### src/hdl/rvx_ram.sv
// ----------------------------------------------------------------------------
// rvx_ram
// Generic single-write, single-read RAM with registered read data.
// A read at the address being written returns the old contents.
// ----------------------------------------------------------------------------
module rvx_ram #(
    parameter int P_WIDTH = 32,
    parameter int P_DEPTH = 32
) (
    input  logic                       i_clk,
    input  logic                       i_wr_en,
    input  logic [$clog2(P_DEPTH)-1:0] i_wr_addr,
    input  logic [P_WIDTH-1:0]         i_wr_data,
    input  logic                       i_rd_en,
    input  logic [$clog2(P_DEPTH)-1:0] i_rd_addr,
    output logic [P_WIDTH-1:0]         o_rd_data
);

    logic [P_WIDTH-1:0] r_mem [P_DEPTH];
    logic [P_WIDTH-1:0] r_rd_data;

    // Write and registered read
    always_ff @(posedge i_clk) begin
        if (i_wr_en) begin
            r_mem[i_wr_addr] <= i_wr_data;
        end
        if (i_rd_en) begin
            r_rd_data <= r_mem[i_rd_addr];
        end
    end

    assign o_rd_data = r_rd_data;

endmodule

### config.mk
export PLATFORM = sky130hd
export DESIGN_NAME = rvx_ram
export DESIGN_NICKNAME = d
export VERILOG_FILES = /design/src/hdl/rvx_ram.sv
export SDC_FILE = /design/constraint.sdc
export NUM_CORES = 1
export LEC_CHECK = 0
export BUFFER_PORTS_ARGS = -buffer_cell sky130_fd_sc_hd__clkbuf_2
export CAP_MARGIN = 20
export CELL_PAD_IN_SITES_DETAIL_PLACEMENT = 2
export CELL_PAD_IN_SITES_GLOBAL_PLACEMENT = 2
export CORE_ASPECT_RATIO = 1.25
export CORE_UTILIZATION = 35
export DETAILED_ROUTE_END_ITERATION = 7
export PLACE_DENSITY_LB_ADDON = 0.1
export SKIP_LAST_GASP = 1
export SLEW_MARGIN = 20
export SYNTH_ARGS = -nofsm -noshare
export SYNTH_HDL_FRONTEND = slang
export SYNTH_SLANG_ARGS = --single-unit
### constraint.sdc
create_clock -name i_clk -period 6.6 [get_ports i_clk]
set_clock_uncertainty 0.15 [all_clocks]
set_input_delay 0 -clock i_clk [delete_from_list [all_inputs] [get_ports i_clk]]
set_output_delay 0 -clock i_clk [all_outputs]
set_load 0.03 [all_outputs]
---- Word-level counts from Yosys, hierarchy flattened ----
Memories as Yosys holds them, arrays and structs flattened. A register that Yosys moved wholly into a read port is not among the register bits.
Cells that the tools add are included.
word-level totals
  register bits after elaboration ......... 0
  latch bits .............................. 0
  memory bits (writable) .................. 1024
  memory bits (read-only) ................. 0
  input bits .............................. 45
  output and inout bits ................... 32
  memories ................................ 1
memory list
  memory  depth  bits a word  rd ports  clocked after Yosys merged registers in  write ports  RTL line  source
  r_mem   32     32           1         1                                        1            19        logic [P_WIDTH-1:0] r_mem [P_DEPTH];
operators by class
  $add $sub $neg .......................... 0
  $mul .................................... 0
  div/mod/pow operators ................... 0
  order comparisons ....................... 0
  equality and inequality tests ........... 0
  shift-type cells ........................ 0
  muxes and demuxes ....................... 2
  bitwise operators ....................... 0
  reduce and logical (&&, ||, !) cells .... 0
operators with widths
  cell               number
  two-way mux 1 bit  2

---- Longest topological paths before layout ----
  word-level depth ........................ 2
  gate-level depth with buffers ........... 8
  gate-level depth less buffers ........... 5

---- Worst setup path before layout ----
OpenSTA, ideal clock, no wires.
  kind .................................... input-to-reg
  start point ............................. in i_wr_addr[1]
  end point ............................... mem r_mem[12][0], enable pin
  library setup time ...................... 0.421 ns
  data arrival time ....................... 2.013 ns
  required time ........................... 6.029 ns
  slack ................................... 4.016 ns
  stages .................................. 3
  path buffers ............................ 1
  cell sequence ........................... or3b_2 > clkbuf_1 > nor2_1
RTL lines
  what                RTL line  source
  start: declaration  12        input logic [$clog2(P_DEPTH)-1:0] i_wr_addr,
  end: declaration    19
Straight into the memory's write port.

==> key figures <==
Status
  • Outcome: complete, no violations

Timing
  • Pins Over Slew Limit: 0
  • Setup-failing EPs final: 0
  • Setup TNS: 0 ns
  • Period Utilization, post-route: 45.4%
  • Slew margin rel.: about 21%
  • RSZ-0062 raised after global routing: no
  • Max Clock Freq: between 300 and 400 MHz
  • Final-report hold violation count: 0
  • Worst slew pin tran: roughly 1.2 ns
  • Period minus WS final: about 3.0 ns

Power and ir drop
  • Internal power: about 11 mW
  • Sw Ratio: 22.1%
  • Clock network power share: between 40% and 50%
  • Comb pwr share: around 5.3%
  • Worst vdd ir: 197 µV
  • Flop pwr share: 52.7%
  • Power density over the cells: slightly above 300 mW/mm²
  • Lkg Pwr: 16.1 nW
  • Sw Pwr: ~3.2 mW

Die
  • Initial Util: 35.4%
  • Die H: around 380 µm
  • Core Rows: ~140
  • Std-Cell Core Area: ~0.12 mm²
  • Top Ports: 77
  • Die area: approximately 0.12 mm²
  • Die Wd: around 310 µm

Place
  • Placed Instances: approximately 3800
  • Final Wtd Congestion: between 0.7 and 0.8
  • HPWL after DPL: approximately 63000 µm
  • Port Buf Inserts: 76

Routing
  • Post-Route WL: around 120000 µm
  • Number of remaining DRC errors: 0
  • Vias per cell: ~5.3
  • DR vias: 21500
  • Antenna Nets Post-Route: 0
  • DR pass1 iterations: 4
  • WL/cell: 30.7 µm
  • 1st-iter DRT viols: ~1400

Setup path
  • Crit path DAT: 3.26 ns
  • Setup crit end kind: flop
  • Kind of critical path: in2reg
  • CP startpoint kind: primary input
  • Critical Path RT: between 6 and 7 ns
  • Worst-path fanout max: 36

Logic synthesis
  • Mapped Nets: 2305
  • Post-Syn Area: ~0.04 mm²
  • Most frequent cell after synthesis: edfxtp_1
  • Ranking of synthesized cells by area: edfxtp_1 78%, mux2i_1 13%, a22oi_1 1.8%
  • Ys Warns: 0
  • Yosys top cell area share: approximately 78%
  • Yosys top cell by area: edfxtp_1
  • Synthesized instance count: between 2000 and 2500
  • Most common library cells after synthesis: 1056 x edfxtp_1, 512 x mux2i_1, 98 x nand2_1, 98 x nand3_1
  • Avg Cell Area, Syn: about 18 µm²
  • Post-synth EDFFs: between 1000 and 1500
  • Sequential share of the synthesized area: ~80%
  • Unique masters post-synth: 24
  • Yosys reg bits: between 1000 and 1500
  • FFs w/ async S/R, synth: 0%
  • Synth Flop Type: edfxtp_1

Clock network
  • Total CTS buffers: between 100 and 150
  • Clk buf depth: 3
  • CTS tree: yes
  • Root buf cell: clkbuf_16
  • H-tree levels: 3
  • Clk slew on worst S/H paths: roughly 0.060 ns
  • Clock latency on the worst-skew pair: a little under 0.7 ns
  • Post-CTS sizing: 0
  • Total clock sinks: ~1100

GRT
  • Gr ovfl total: 0
  • Total global-route track usage: 21.2%
  • Pin count of the biggest net entering global routing: 130
  • Global-route wire length before repair: between 150000 and 200000 µm
  • Vias in the first global route: about 23000
  • Initial antenna violation count: 4

Run
  • Max Cap Viol: 0

Layout
  • Layout Nets: between 2000 and 2500
  • Area delta synth->final: 15.3%
  • Layout Cells excl Fill: between 4000 and 5000
  • Antenna fix cells: 0
  • Share of cells above drive strength 1: between 10% and 20%

Min path
  • Worst min path class: in2reg
[cell type report]
cell class / count / area [µm²]
fillers: 10900 / 68200
clock buffers: 129 / 2890
clock inverters: 71 / 532
multi-input cells: 1077 / 8610
well taps: 1551 / 1940
flip-flops and latches: 1056 / 31700
repair buffers: 180 / 1380
[critical path, cell delays in order]
cell and delay, ns:
dlygate4sd3_1 0.53, clkbuf_2 0.17, nor2b_4 0.70, buf_4 0.65
buf_4 0.63, a22o_1 0.23, nor3_1 0.05, a31oi_1 0.18
nand3_1 0.10
[flip-flops by register name, summed over array words and instances (netlist names)]
signal     count
o_rd_data     32
r_mem       1024
[logic make-up (layout without fill, tap and decap cells)]
| group | Yosys count | in the layout | share of synthesized area (%) |
|---|---|---|---|
| AND/OR/NAND/NOR | 277 | 277 | 3.08 |
| flip-flops | 1056 | 1056 | 77.7 |
| multiplexers | 512 | 512 | 12.6 |
| AO/OA/AOI/OAI | 288 | 288 | 4.81 |
| buffers and inverters | 127 | 380 | 1.85 |
[per-stage QoR]
step | power (mW) | setup WS (ns) | cell area, µm² | utilization, % | hold slack, ns
after detailed placement | 8.42 | 3.43 | 43200 | 37.4 | 0.350
final | 14.3 | 3.60 | 47100 | 40.8 | 0.00648
after global routing | 14.7 | 3.45 | 47100 | 40.8 | 0.0289
after CTS | 14.5 | 3.61 | 47100 | 40.8 | 0.00260
after global placement | 8.40 | 3.35 | 43100 | 37.4 | 0.352
after floorplan | 8.07 | 4.02 | 40800 | - | -0.0511
[worst paths after layout]
path | cells past startpoint | startpoint | end | slack (ns)
worst max-delay path | 9 | i_rd_addr[2] | o_rd_data[0]$_DFFE_PP_ | 3.60
worst max register to register | 5 | r_mem[0][14]$_DFFE_PP_ | o_rd_data[14]$_DFFE_PP_ | 4.70
worst min register to register | 4 | r_mem[16][5]$_DFFE_PP_ | o_rd_data[5]$_DFFE_PP_ | 0.53
worst min-delay path | 5 | i_rd_addr[4] | o_rd_data[9]$_DFFE_PP_ | 0.006
[cell usage in the layout, fill, tap and decap left out, types with 3 or more instances in the layout]
| cell type | instances |
|---|---|
| nand3_1 | 98 |
| clkbuf_2 | 75 |
| nand2_1 | 97 |
| clkinvlp_4 | 6 |
| a22oi_1 | 96 |
| or3b_2 | 3 |
| mux2i_1 | 512 |
| clkinv_1 | 31 |
| clkinv_2 | 26 |
| nor2_4 | 33 |
| clkbuf_16 | 113 |
| a21oi_1 | 96 |
| nor3_1 | 32 |
| bufinv_16 | 8 |
| nand3b_1 | 5 |
| edfxtp_1 | 1056 |
| a31oi_1 | 32 |
| buf_4 | 49 |
| clkbuf_1 | 16 |
| dlygate4sd3_1 | 49 |
| a22o_1 | 64 |
| buf_12 | 5 |
[per-layer routing]
metal / share of wire [%] / wire (µm) / up-vias / track usage, %
met3: 2.9 / 3660 / 172 / 2.56
met4: 2.4 / 2950 / 2 / 5.98
met5: 0.010 / 13 / - / 0
li1: - / - / 9341 / -
met1: 44 / 54800 / 11700 / 27.7
met2: 51 / 63300 / 346 / 37.0
[power by group through the flow]
stage / registers (mW) / logic (mW) / clock network (mW)
2_1_floorplan: 7.69 / 0.386 / 0
3_3_place_gp: 7.67 / 0.731 / 0
3_5_place_dp: 7.67 / 0.752 / 0
4_1_cts: 7.53 / 0.778 / 6.15
5_1_grt: 7.53 / 0.817 / 6.37
6_report: 7.53 / 0.761 / 6.01
[repair_timing]
action,4_1_cts,5_1_grt
hold buffers,49,0
hold endpoints to repair,1104,0
setup endpoints to repair,0,0
setup buffers,0,0
Note: power is estimated with default switching activity, not from simulation.
