==> config.mk <==
export PLATFORM = sky130hd
export DESIGN_NAME = rvx_regfile
export DESIGN_NICKNAME = d
export VERILOG_FILES = /design/src/hdl/rvx_pkg.sv /design/src/hdl/rvx_ram.sv /design/src/hdl/rvx_regfile.sv
export SDC_FILE = /design/constraint.sdc
export NUM_CORES = 1
export LEC_CHECK = 0
export BUFFER_PORTS_ARGS = -buffer_cell sky130_fd_sc_hd__buf_2
export CORE_MARGIN = 1
export CORE_UTILIZATION = 35
export CTS_CLUSTER_SIZE = 28
export DETAILED_ROUTE_END_ITERATION = 6
export PLACE_DENSITY = 0.54
export SLEW_MARGIN = 20
export SYNTH_ARGS = -nofsm -noshare
export SYNTH_HDL_FRONTEND = slang
export SYNTH_SLANG_ARGS = --single-unit
==> constraint.sdc <==
create_clock -name i_clk -period 4.45 [get_ports i_clk]
set_input_delay 1.335 -clock i_clk [delete_from_list [all_inputs] [get_ports i_clk]]
set_output_delay 1.335 -clock i_clk [all_outputs]
set_load 0.005 [all_outputs]
==> src/hdl/rvx_pkg.sv <==
// ----------------------------------------------------------------------------
// rvx_pkg
// Shared types, constants and helpers of the RV32I-subset execute step.
// ----------------------------------------------------------------------------
package rvx_pkg;

    // Storage sizes
    localparam int MEM_WORDS = 4096;
    localparam int REG_COUNT = 32;
    localparam int RF_AW     = $clog2(REG_COUNT);
    localparam int DMEM_AW   = $clog2(MEM_WORDS);

    // Field widths
    localparam int XLEN    = 32;
    localparam int PC_W    = 16;
    localparam int MODE_W  = 5;
    localparam int IMM_W   = 12;

    // Program counter constants
    localparam logic [PC_W-1:0] RESET_PC = 16'd1000;
    localparam logic [PC_W-1:0] PC_STEP  = 16'd4;

    // Highest register index that comes out of reset holding its own index
    localparam int RF_PRESET_LAST = 6;

    // Operation codes
    typedef enum logic [MODE_W-1:0] {
        MODE_ADD  = 5'd0,
        MODE_SUB  = 5'd1,
        MODE_ADDI = 5'd2,
        MODE_AND  = 5'd3,
        MODE_OR   = 5'd4,
        MODE_XOR  = 5'd5,
        MODE_ANDI = 5'd6,
        MODE_ORI  = 5'd7,
        MODE_XORI = 5'd8,
        MODE_SLL  = 5'd9,
        MODE_SRL  = 5'd10,
        MODE_SRA  = 5'd11,
        MODE_SLLI = 5'd12,
        MODE_SRLI = 5'd13,
        MODE_SRAI = 5'd14,
        MODE_LW   = 5'd15,
        MODE_SW   = 5'd16,
        MODE_BEQ  = 5'd17,
        MODE_BNE  = 5'd18,
        MODE_BGE  = 5'd19,
        MODE_BLT  = 5'd20,
        MODE_JAL  = 5'd21,
        MODE_JALR = 5'd22,
        MODE_EXIT = 5'd23,
        MODE_NOP  = 5'd24
    } t_mode;

    // One decoded instruction
    typedef struct packed {
        logic [MODE_W-1:0]      mode;
        logic [RF_AW-1:0]       reg_first;
        logic [RF_AW-1:0]       reg_second;
        logic [RF_AW-1:0]       reg_third;
        logic signed [IMM_W-1:0] immediate;
        logic [PC_W-1:0]        target_address;
    } t_instr;

    // Result of one instruction as it leaves the execute stage
    typedef struct packed {
        logic [PC_W-1:0]  next_pc;
        logic             reg_wr;
        logic [RF_AW-1:0] wr_idx;
        logic [XLEN-1:0]  wr_val;
        logic             taken;
        logic             exited;
        logic             fault;
        logic             load;     // wr_val comes from the data memory
    } t_result;

    // Data memory request issued by the execute stage
    typedef struct packed {
        logic               rd;
        logic               wr;
        logic [DMEM_AW-1:0] idx;
        logic [XLEN-1:0]    data;
    } t_mem_req;

    // Register write-back forwarding source
    typedef struct packed {
        logic             en;
        logic [RF_AW-1:0] idx;
        logic [XLEN-1:0]  val;
    } t_fwd;

    // Second read port serves rt for register-register ops, else reg_first
    function automatic logic is_rtype(input logic [MODE_W-1:0] mode);
        logic r;
        case (t_mode'(mode))
            MODE_ADD, MODE_SUB, MODE_AND, MODE_OR, MODE_XOR,
            MODE_SLL, MODE_SRL, MODE_SRA: r = 1'b1;
            default:                      r = 1'b0;
        endcase
        return r;
    endfunction

    // Register value after reset
    function automatic logic [XLEN-1:0] rf_reset_val(input logic [RF_AW-1:0] idx);
        logic [XLEN-1:0] v;
        if (idx <= RF_AW'(RF_PRESET_LAST)) begin
            v = XLEN'(idx);
        end else begin
            v = '0;
        end
        return v;
    endfunction

endpackage

==> src/hdl/rvx_ram.sv <==
// ----------------------------------------------------------------------------
// rvx_ram
// Generic single-write, single-read RAM with registered read data.
// A read at the address being written returns the old contents.
// ----------------------------------------------------------------------------
module rvx_ram #(
    parameter int P_WIDTH = 32,
    parameter int P_DEPTH = 32
) (
    input  logic                       i_clk,
    input  logic                       i_wr_en,
    input  logic [$clog2(P_DEPTH)-1:0] i_wr_addr,
    input  logic [P_WIDTH-1:0]         i_wr_data,
    input  logic                       i_rd_en,
    input  logic [$clog2(P_DEPTH)-1:0] i_rd_addr,
    output logic [P_WIDTH-1:0]         o_rd_data
);

    logic [P_WIDTH-1:0] r_mem [P_DEPTH];
    logic [P_WIDTH-1:0] r_rd_data;

    // Write and registered read
    always_ff @(posedge i_clk) begin
        if (i_wr_en) begin
            r_mem[i_wr_addr] <= i_wr_data;
        end
        if (i_rd_en) begin
            r_rd_data <= r_mem[i_rd_addr];
        end
    end

    assign o_rd_data = r_rd_data;

endmodule

==> src/hdl/rvx_regfile.sv <==
// ----------------------------------------------------------------------------
// rvx_regfile
// Register file with two read ports: two RAM copies written together, plus
// one valid bit per register so that unwritten entries read as reset values.
// ----------------------------------------------------------------------------
module rvx_regfile
    import rvx_pkg::*;
(
    input  logic             i_clk,
    input  logic             i_rst_n,
    input  logic             i_rd_en,
    input  logic [RF_AW-1:0] i_rd_addr_a,
    input  logic [RF_AW-1:0] i_rd_addr_b,
    input  logic             i_wr_en,
    input  logic [RF_AW-1:0] i_wr_addr,
    input  logic [XLEN-1:0]  i_wr_data,
    output logic [XLEN-1:0]  o_rd_data_a,
    output logic [XLEN-1:0]  o_rd_data_b
);

    logic [REG_COUNT-1:0] r_vld;
    logic [RF_AW-1:0]     r_addr_a;
    logic [RF_AW-1:0]     r_addr_b;
    logic [XLEN-1:0]      ram_a;
    logic [XLEN-1:0]      ram_b;

    rvx_ram #(.P_WIDTH(XLEN), .P_DEPTH(REG_COUNT)) u_ram_a (
        .i_clk     (i_clk),
        .i_wr_en   (i_wr_en),
        .i_wr_addr (i_wr_addr),
        .i_wr_data (i_wr_data),
        .i_rd_en   (i_rd_en),
        .i_rd_addr (i_rd_addr_a),
        .o_rd_data (ram_a)
    );

    rvx_ram #(.P_WIDTH(XLEN), .P_DEPTH(REG_COUNT)) u_ram_b (
        .i_clk     (i_clk),
        .i_wr_en   (i_wr_en),
        .i_wr_addr (i_wr_addr),
        .i_wr_data (i_wr_data),
        .i_rd_en   (i_rd_en),
        .i_rd_addr (i_rd_addr_b),
        .o_rd_data (ram_b)
    );

    // Mark written registers
    always_ff @(posedge i_clk) begin
        if (!i_rst_n) begin
            r_vld <= '0;
        end else if (i_wr_en) begin
            r_vld[i_wr_addr] <= 1'b1;
        end
    end

    // Hold read addresses alongside the RAM read data
    always_ff @(posedge i_clk) begin
        if (i_rd_en) begin
            r_addr_a <= i_rd_addr_a;
            r_addr_b <= i_rd_addr_b;
        end
    end

    // Substitute reset values for never-written entries
    assign o_rd_data_a = r_vld[r_addr_a] ? ram_a : rf_reset_val(r_addr_a);
    assign o_rd_data_b = r_vld[r_addr_b] ? ram_b : rf_reset_val(r_addr_b);

endmodule

---- After elaboration in Yosys (flattened, before gate mapping) ----
Memories as Yosys holds them, arrays and structs flattened. A register that Yosys moved wholly into a read port is not among the register bits.
Index checks and enable logic that the tools add are counted.
operators by class
  $add $sub $neg .......................... 0
  $mul .................................... 0
  div/mod/pow operators ................... 0
  $lt $le $gt $ge ......................... 6
  equal/unequal tests ..................... 0
  shift operators ......................... 0
  multiplexer cells ....................... 12
  bitwise operators ....................... 1
  reduce and logical (&&, ||, !) cells .... 1
operators by type and width
  operator            number
  $mux 32             2
  $or 32x32->32       1
  $lt 5x6->1 const B  3
  $bmux 1 s5          2
  $le 5x3->1 const B  2
  $mux 5              2
  $demux 1 s5         1
  $ge 5x1->1 const B  1
  $mux 1              5
  $logic_and 1x1->1   1
storage, ports and cells
  register bits after elaboration ......... 42
  latch bits .............................. 0
  memory bits (writable) .................. 2048
  bits in read-only memories .............. 0
  input port bits ......................... 51
  output and inout bits ................... 64
  word-level logic and storage cells ...... 25
  memories kept ........................... 2
memories
  memory         depth  width  read ports  clocked after memory_dff  write ports  line           source
  u_ram_a.r_mem  32     32     1           1                         1            rvx_ram.sv:19  logic [P_WIDTH-1:0] r_mem [P_DEPTH];
  u_ram_b.r_mem  32     32     1           1                         1            rvx_ram.sv:19

---- Depth between registers and ports, before layout ----
Gate-level depths: netlist of run 1.
  word-level depth ........................ 5
  depth in mapped cells ................... 9
  mapped depth without buffers ............ 5

---- Hierarchy ----
A second synthesis of run 1 with hierarchy kept.
unflattened totals
  cells, all modules ...................... 4819
  area, all modules ....................... 84482.3 um^2
by module, submodules not included
  module       times used  cells an instance  area each (um^2)  sequential area each (um^2)
  rvx_ram      2           2260               40805.4           31710.4
  rvx_regfile  1           299                2871.5            940.9

---- Worst setup path before layout of run 1 ----
Ideal clock, no wire load.
  path type ............................... input port to flip-flop
  start point ............................. input port i_wr_addr[0]
  end point ............................... memory u_ram_b.r_mem[24][0], enable pin
  setup time .............................. 0.423 ns
  arrival ................................. 3.380 ns
  data required time ...................... 4.027 ns
  setup slack ............................. 0.648 ns
  cell stages on the path ................. 3
  buffers on the path ..................... 1
  cell sequence ........................... or3b_2 clkbuf_1 nor2_1
RTL lines
  item             line               source
  start, declared  rvx_regfile.sv:15  input logic [RF_AW-1:0] i_wr_addr,
  end, declared    rvx_ram.sv:19
Straight into the memory's write port.

---- Worst setup path after layout of run 1 ----
  start point ............................. register r_addr_b[2]
  end point ............................... output port o_rd_data_b[2]
on the way
  longest elaborated chain between the ends .. 3
  elaborated cells between the ends (all ways) .. 5
  classes of those cells .................. order compare (1); mux (4)
ends and longest elaborated chain
  item                                                    line                               source
  start, declared                                         rvx_regfile.sv:23                  logic [RF_AW-1:0] r_addr_b;
  start signal, assigned                                  rvx_regfile.sv:60                  r_addr_b <= i_rd_addr_b;
  $bmux 1 s5 or $le 5x3->1 (tied branches)                rvx_regfile.sv:66, rvx_pkg.sv:106
  $mux 1 (implied by the code) or $mux 5 (tied branches)  rvx_regfile.sv:66, rvx_pkg.sv:106
  $mux 32 *                                               rvx_regfile.sv:66                  assign o_rd_data_b = r_vld[r_addr_b] ? ram_b : rf_reset_val(r_addr_b);
  end, declared                                           rvx_regfile.sv:18                  output logic [XLEN-1:0] o_rd_data_b
Every way passes the cells marked *; elsewhere a longest branch is shown, timed or not. The select of a mux whose other input is x is not followed.

==> results of run 1 <==
## flip-flops by register name, summed over array words and instances, names as in the netlist
signal,cells
u_ram_b.r_mem,992
u_ram_b.o_rd_data,32
r_addr_a,5
r_addr_b,5
r_vld,32
u_ram_a.o_rd_data,32
u_ram_a.r_mem,32
## worst max-delay path, stage by stage (launching register included)
cell and delay (ns):
edfxtp_1 0.37, buf_12 0.14, mux4_2 0.51, o21a_4 0.23, buf_4 0.14, or3_4 0.39, o211ai_1 0.38, buf_2 0.20
## worst max path at each step
stage	startpoint	endpoint
floorplan	i_wr_addr[0]	u_ram_b.r_mem[24][0]
CTS	r_addr_a[2]	o_rd_data_a[14]
detailed placement	r_addr_b[2]	o_rd_data_b[14]
global placement	r_addr_b[2]	o_rd_data_b[14]
finish	r_addr_b[2]	o_rd_data_b[2]
global route	r_addr_b[2]	o_rd_data_b[0]
## power groups by stage
stage | clock network (mW) | registers (mW) | logic [mW]
floorplan | 0 | 12.1 | 1.23
global placement | 0 | 12.2 | 2.02
detailed placement | 0 | 12.2 | 2.04
CTS | 10.0 | 12.0 | 2.09
global route | 10.4 | 12.0 | 2.19
finish | 9.84 | 12.0 | 2.06
## Yosys cell counts, drive strengths merged (8+ instances only)
cell type,instances,area (µm²)
edfxtp,1098,33000
mux4,644,14500
buf,103,556
clkbuf,71,268
mux2,66,743
a21boi,58,435
nor2,38,143
o21a,34,255
dfxtp,32,641
mux2i,22,220
o211ai,12,90.1
inv,8,30.0
o21ai,8,40.0
## timing repair
action / 4_1_cts / 5_1_grt
setup buffers: 11 / 1
pin swaps: 6 / 3
resized for setup: 20 / 18
gates cloned: 1 / 0
setup endpoints to repair: 39 / 44
## metal layers
metal | track usage | vias up | share of wire
li1 | - | 10414 | -
met1 | 0.304 | 15079 | 0.44
met2 | 0.338 | 984 | 0.48
met3 | 0.0330 | 206 | 0.059
met4 | 0.0534 | 6 | 0.021
met5 | 0 | - | 0.00022
## layout make-up
cell class	instances	area [µm²]	share of cell area
antenna	2	5.00	0.0000840
clock buffer	148	3090	0.0518
timing repair buffer	251	2600	0.0437
inverter	8	30.0	0.000504
tap	1903	2380	0.0400
sequential	1130	33600	0.564
clock inverter	71	751	0.0126
multi-input combinational	927	17100	0.287
## kinds of logic (layout without fill, tap and decap cells)
kind of cell,count (synthesis),in the layout,synth area share
other cells,0,2,0
mux,732,732,0.302
compound gates,128,128,0.0190
simple gates,66,67,0.00599
buf+inv,182,478,0.0167
flops,1130,1130,0.656
==> impl_metrics.tcl, run 1 <==
set metrics [dict create \
    outcome "completed" \
    postCtsHoldBufs 0 \
    combPwrFrac 0.086 \
    layout_min_cycle_time_ns 4.44 \
    setup-tns-final_ns 0 \
    worst_pin_slew_ns 0.981 \
    drt-initial-drc-count 3187 \
    drc 0 \
    mostFrequentLayoutCell "edfxtp_1" \
    ys_seq_area_frac 0.656 \
    dp.cells 4207 \
    final_cell_count_no_fill 4440 \
    required_ns 3.12 \
    maxCapViolations 0 \
    pwr-share-clk 0.412 \
    hold_class "reg -> reg" \
    fin_total_pwr_mw 23.9 \
    min_path_cells 1 \
    fin_area_mm2 0.0596 \
    reg2regPathDepth 3 \
    ys_ff_latch 1130 \
    r2r_start "u_ram_b.r_mem[7][25]" \
    overflow 0 \
    crit_path_end_kind "primary output" \
    leakage_nw 18.5 \
    clk_latency_ns 0.75 \
    numCtsBuffers 118 \
    core_area_mm2 0.144 \
    synthArstFlopShare 0 \
    fin_ws_ns 0.0125 \
    min_to "r_vld[11]" \
    final_cell_mix "1,098 x edfxtp_1, 644 x mux4_2, 118 x clkbuf_16" \
    swShare 0.228 \
    firstDrtPassIters 5 \
    rows 139 \
    cts_num_sinks 1130 \
    peakVddDrop_v 0.000309 \
    grt_pass1_wl_um 219000 \
    syn-cell-area_mm2 0.0512 \
    cp_max_fo 8 \
    rsz0062_at_grt "yes" \
    synth_nets 2289 \
    clock_skew_ns 0.0345 \
    fin_crit_sh 0.997 \
    hold_violations 0 \
    drt_wl_total_um 155000 \
    port_buffers 114 \
    syn_inst 2238 \
    antenna_found_initial 7 \
    clk_pin_slew_ns 0.06 \
    netSwitchingPower_mw 5.44 \
    vias_per_cell 6.01 \
    grt_use_total 0.212 \
    hpwl_um 83300 \
    reg2reg_slack_ns 2.46 \
    setup_viol 0 \
    synth_warnings 0 \
    p_seq_frac 0.501 \
    fillCellCount 12492 \
    grt_pass1_vias 28488 \
    holdWs_ns 0.503 \
    htreeDepth 3 \
    crit_arrival_ns 3.10 \
    post-route-util 0.413 \
    ys_types 33 \
    area_growth_pct 16.4 \
    wl_per_cell_um 34.9 \
    drv_slew 0 \
    r2r-end "u_ram_a.o_rd_data[25]" \
    p_int_mw 18.4 \
    max_clock_freq_mhz 225 \
    cts-root-buf "clkbuf_16" \
    cts_tree "built" \
    power.density_mw_per_mm2 401 \
    crit_type "reg -> out" \
    dieWidth_um 385 \
    pre_cts_ws_ns 0.189 \
    worst_slew_margin_rel 0.344 \
    clock_path_buffers 3 \
    antenna_left 0 \
    finalNetCount 2487 \
    initial_utilization 0.355 \
    ys.flop_type "edfxtp_1" \
    drive_above_1_share 0.470 \
    hold_start "r_vld[11]" \
    gp_congestion 0.781 \
    place_area_mm2 0.0555 \
    synth_area_per_cell_um2 22.9 \
    grt_max_degree 61 \
    die_area_mm2 0.148 \
    start_kind "flip-flop" \
    num_vias 26689 \
    synth_edf_count 1098 \
    io_pins 115 \
    die_y_um 385 \
]
No activity file was read; power rests on OpenSTA's default activity.
==> run 2, diff against run 1 <==
--- a/config.mk
+++ b/config.mk
@@ -10,6 +10,7 @@
 export CORE_UTILIZATION = 35
 export CTS_CLUSTER_SIZE = 28
 export DETAILED_ROUTE_END_ITERATION = 6
+export GPL_TIMING_DRIVEN = 0
 export PLACE_DENSITY = 0.54
 export SLEW_MARGIN = 20
 export SYNTH_ARGS = -nofsm -noshare
==> impl_metrics.tcl, run 2 (synthesis results as in run 1) <==
set metrics [dict create \
    outcome "completed" \
    swShare 0.227 \
    cts_num_sinks 1130 \
    core_area_mm2 0.144 \
    grt_pass1_wl_um 228000 \
    setup_viol 0 \
    setup-tns-final_ns 0 \
    largest_reg_flops 992 \
    grt_max_degree 44 \
    gp_congestion 0.813 \
    numCtsBuffers 130 \
    finalNetCount 2622 \
    dp.cells 4325 \
    leakage_nw 19.1 \
    peakVddDrop_v 0.000415 \
    drv_slew 0 \
    fin_ws_ns 0.0518 \
    combPwrFrac 0.092 \
    htreeDepth 4 \
    final_cell_mix "1,098 x edfxtp_1, 644 x mux4_2, 160 x buf_2" \
    final_cell_count_no_fill 4569 \
    overflow 0 \
    rows 139 \
    firstDrtPassIters 5 \
    pwr-share-clk 0.426 \
    hold_class "reg -> reg" \
    fin_area_mm2 0.0608 \
    mostFrequentLayoutCell "edfxtp_1" \
    p_seq_frac 0.482 \
    start_kind "flip-flop" \
    clock_path_buffers 3 \
    dieWidth_um 385 \
    vias_per_cell 6.11 \
    initial_utilization 0.355 \
    pre_cts_ws_ns -0.554 \
    p_int_mw 19.2 \
    drt_wl_total_um 166000 \
    io_pins 115 \
    clock_skew_ns 0.0217 \
    antenna_cells 0 \
    max_flop_register "u_ram_b.r_mem" \
    crit_path_end_kind "primary output" \
    grt_use_total 0.226 \
    worst_pin_slew_ns 1.28 \
    place_area_mm2 0.0561 \
    drt-initial-drc-count 3797 \
    fin_crit_sh 0.988 \
    port_buffers 114 \
    fin_total_pwr_mw 24.8 \
    hold_violations 0 \
    hpwl_um 114000 \
    rsz0062_at_grt "yes" \
    required_ns 3.12 \
    antenna_found_initial 3 \
    die_y_um 385 \
    wl_per_cell_um 36.4 \
    area_growth_pct 18.8 \
    antenna_left 0 \
    num_vias 27926 \
    max_clock_freq_mhz 227 \
    crit_type "reg -> out" \
    clk_pin_slew_ns 0.06 \
    clk_latency_ns 0.75 \
    maxCapViolations 0 \
    cp_max_fo 10 \
    die_area_mm2 0.148 \
    cts-root-buf "clkbuf_16" \
    crit_arrival_ns 3.06 \
    postCtsHoldBufs 0 \
    worst_slew_margin_rel 0.148 \
    drc 0 \
    netSwitchingPower_mw 5.63 \
    cts_tree "built" \
    drive_above_1_share 0.472 \
    layout_min_cycle_time_ns 4.40 \
    grt_pass1_vias 29184 \
    power.density_mw_per_mm2 407 \
]
-- run 2: cell types whose count changed in the layout (fill, tap and decap cells not counted), moves of 26 or more --
cell and delta:
buf_16 +34, buf_4 -27, buf_2 +55, buf_12 -31
a21boi_0 -26, clkbuf_1 +45
-- run 2: power groups by stage --
stage | logic (mW) | registers [mW] | clock network [mW]
2_1_floorplan | 1.23 | 12.1 | 0
3_3_place_gp | 2.10 | 12.2 | 0
3_5_place_dp | 2.18 | 12.2 | 0
4_1_cts | 2.27 | 12.0 | 10.7
5_1_grt | 2.38 | 12.0 | 11.1
6_report | 2.28 | 12.0 | 10.6
-- run 2: routing by layer --
metal | GRT usage | vias to the layer above | share of wire
li1 | - | 10690 | -
met2 | 0.358 | 1545 | 0.48
met5 | 0 | - | 0.00016
met1 | 0.307 | 15411 | 0.40
met3 | 0.0530 | 276 | 0.092
met4 | 0.0764 | 4 | 0.030
-- run 2: final cells by class --
| class | instances | area [µm²] |
|---|---|---|
| well taps | 1903 | 2380 |
| clock inverters | 63 | 623 |
| repair buffers | 205 | 2460 |
| inverters | 8 | 30.0 |
| plain buffers | 170 | 1040 |
| fillers | 12435 | 83500 |
| clock buffers | 164 | 3510 |
| flip-flops and latches | 1130 | 33600 |
| multi-input cells | 926 | 17200 |
-- run 2: worst max-delay path, stage by stage, from the launching register on --
cell	delay, ns
edfxtp_1	0.38
buf_6	0.16
buf_6	0.15
mux2i_1	0.13
a211o_1	0.30
a211oi_4	0.32
nor2_4	0.08
buf_12	0.15
clkbuf_8	0.21
a21boi_2	0.27
buf_2	0.16
-- run 2: final timing paths --
path | start | end | slack [ns] | cells past startpoint
hold / removal | r_vld[21] | r_vld[21] | 0.49 | 1
setup / recovery | r_addr_a[2] | o_rd_data_a[11] | 0.05 | 10
hold reg to reg | r_vld[21] | r_vld[21] | 0.49 | 1
setup reg to reg | u_ram_b.r_mem[15][10] | u_ram_b.o_rd_data[10] | 2.39 | 3
-- run 2: metrics by stage --
stage | hold WS (ns) | utilization
floorplan | 0.451 | -
global placement | 0.466 | 0.375
detailed placement | 0.474 | 0.389
CTS | 0.487 | 0.421
global route | 0.517 | 0.421
finish | 0.489 | 0.421
-- run 2: what timing repair did --
action | CTS | global route
pin swaps | 8 | 7
resized for setup | 94 | 34
endpoints found under the setup margin | 58 | 38
buffers inserted | 14 | 7
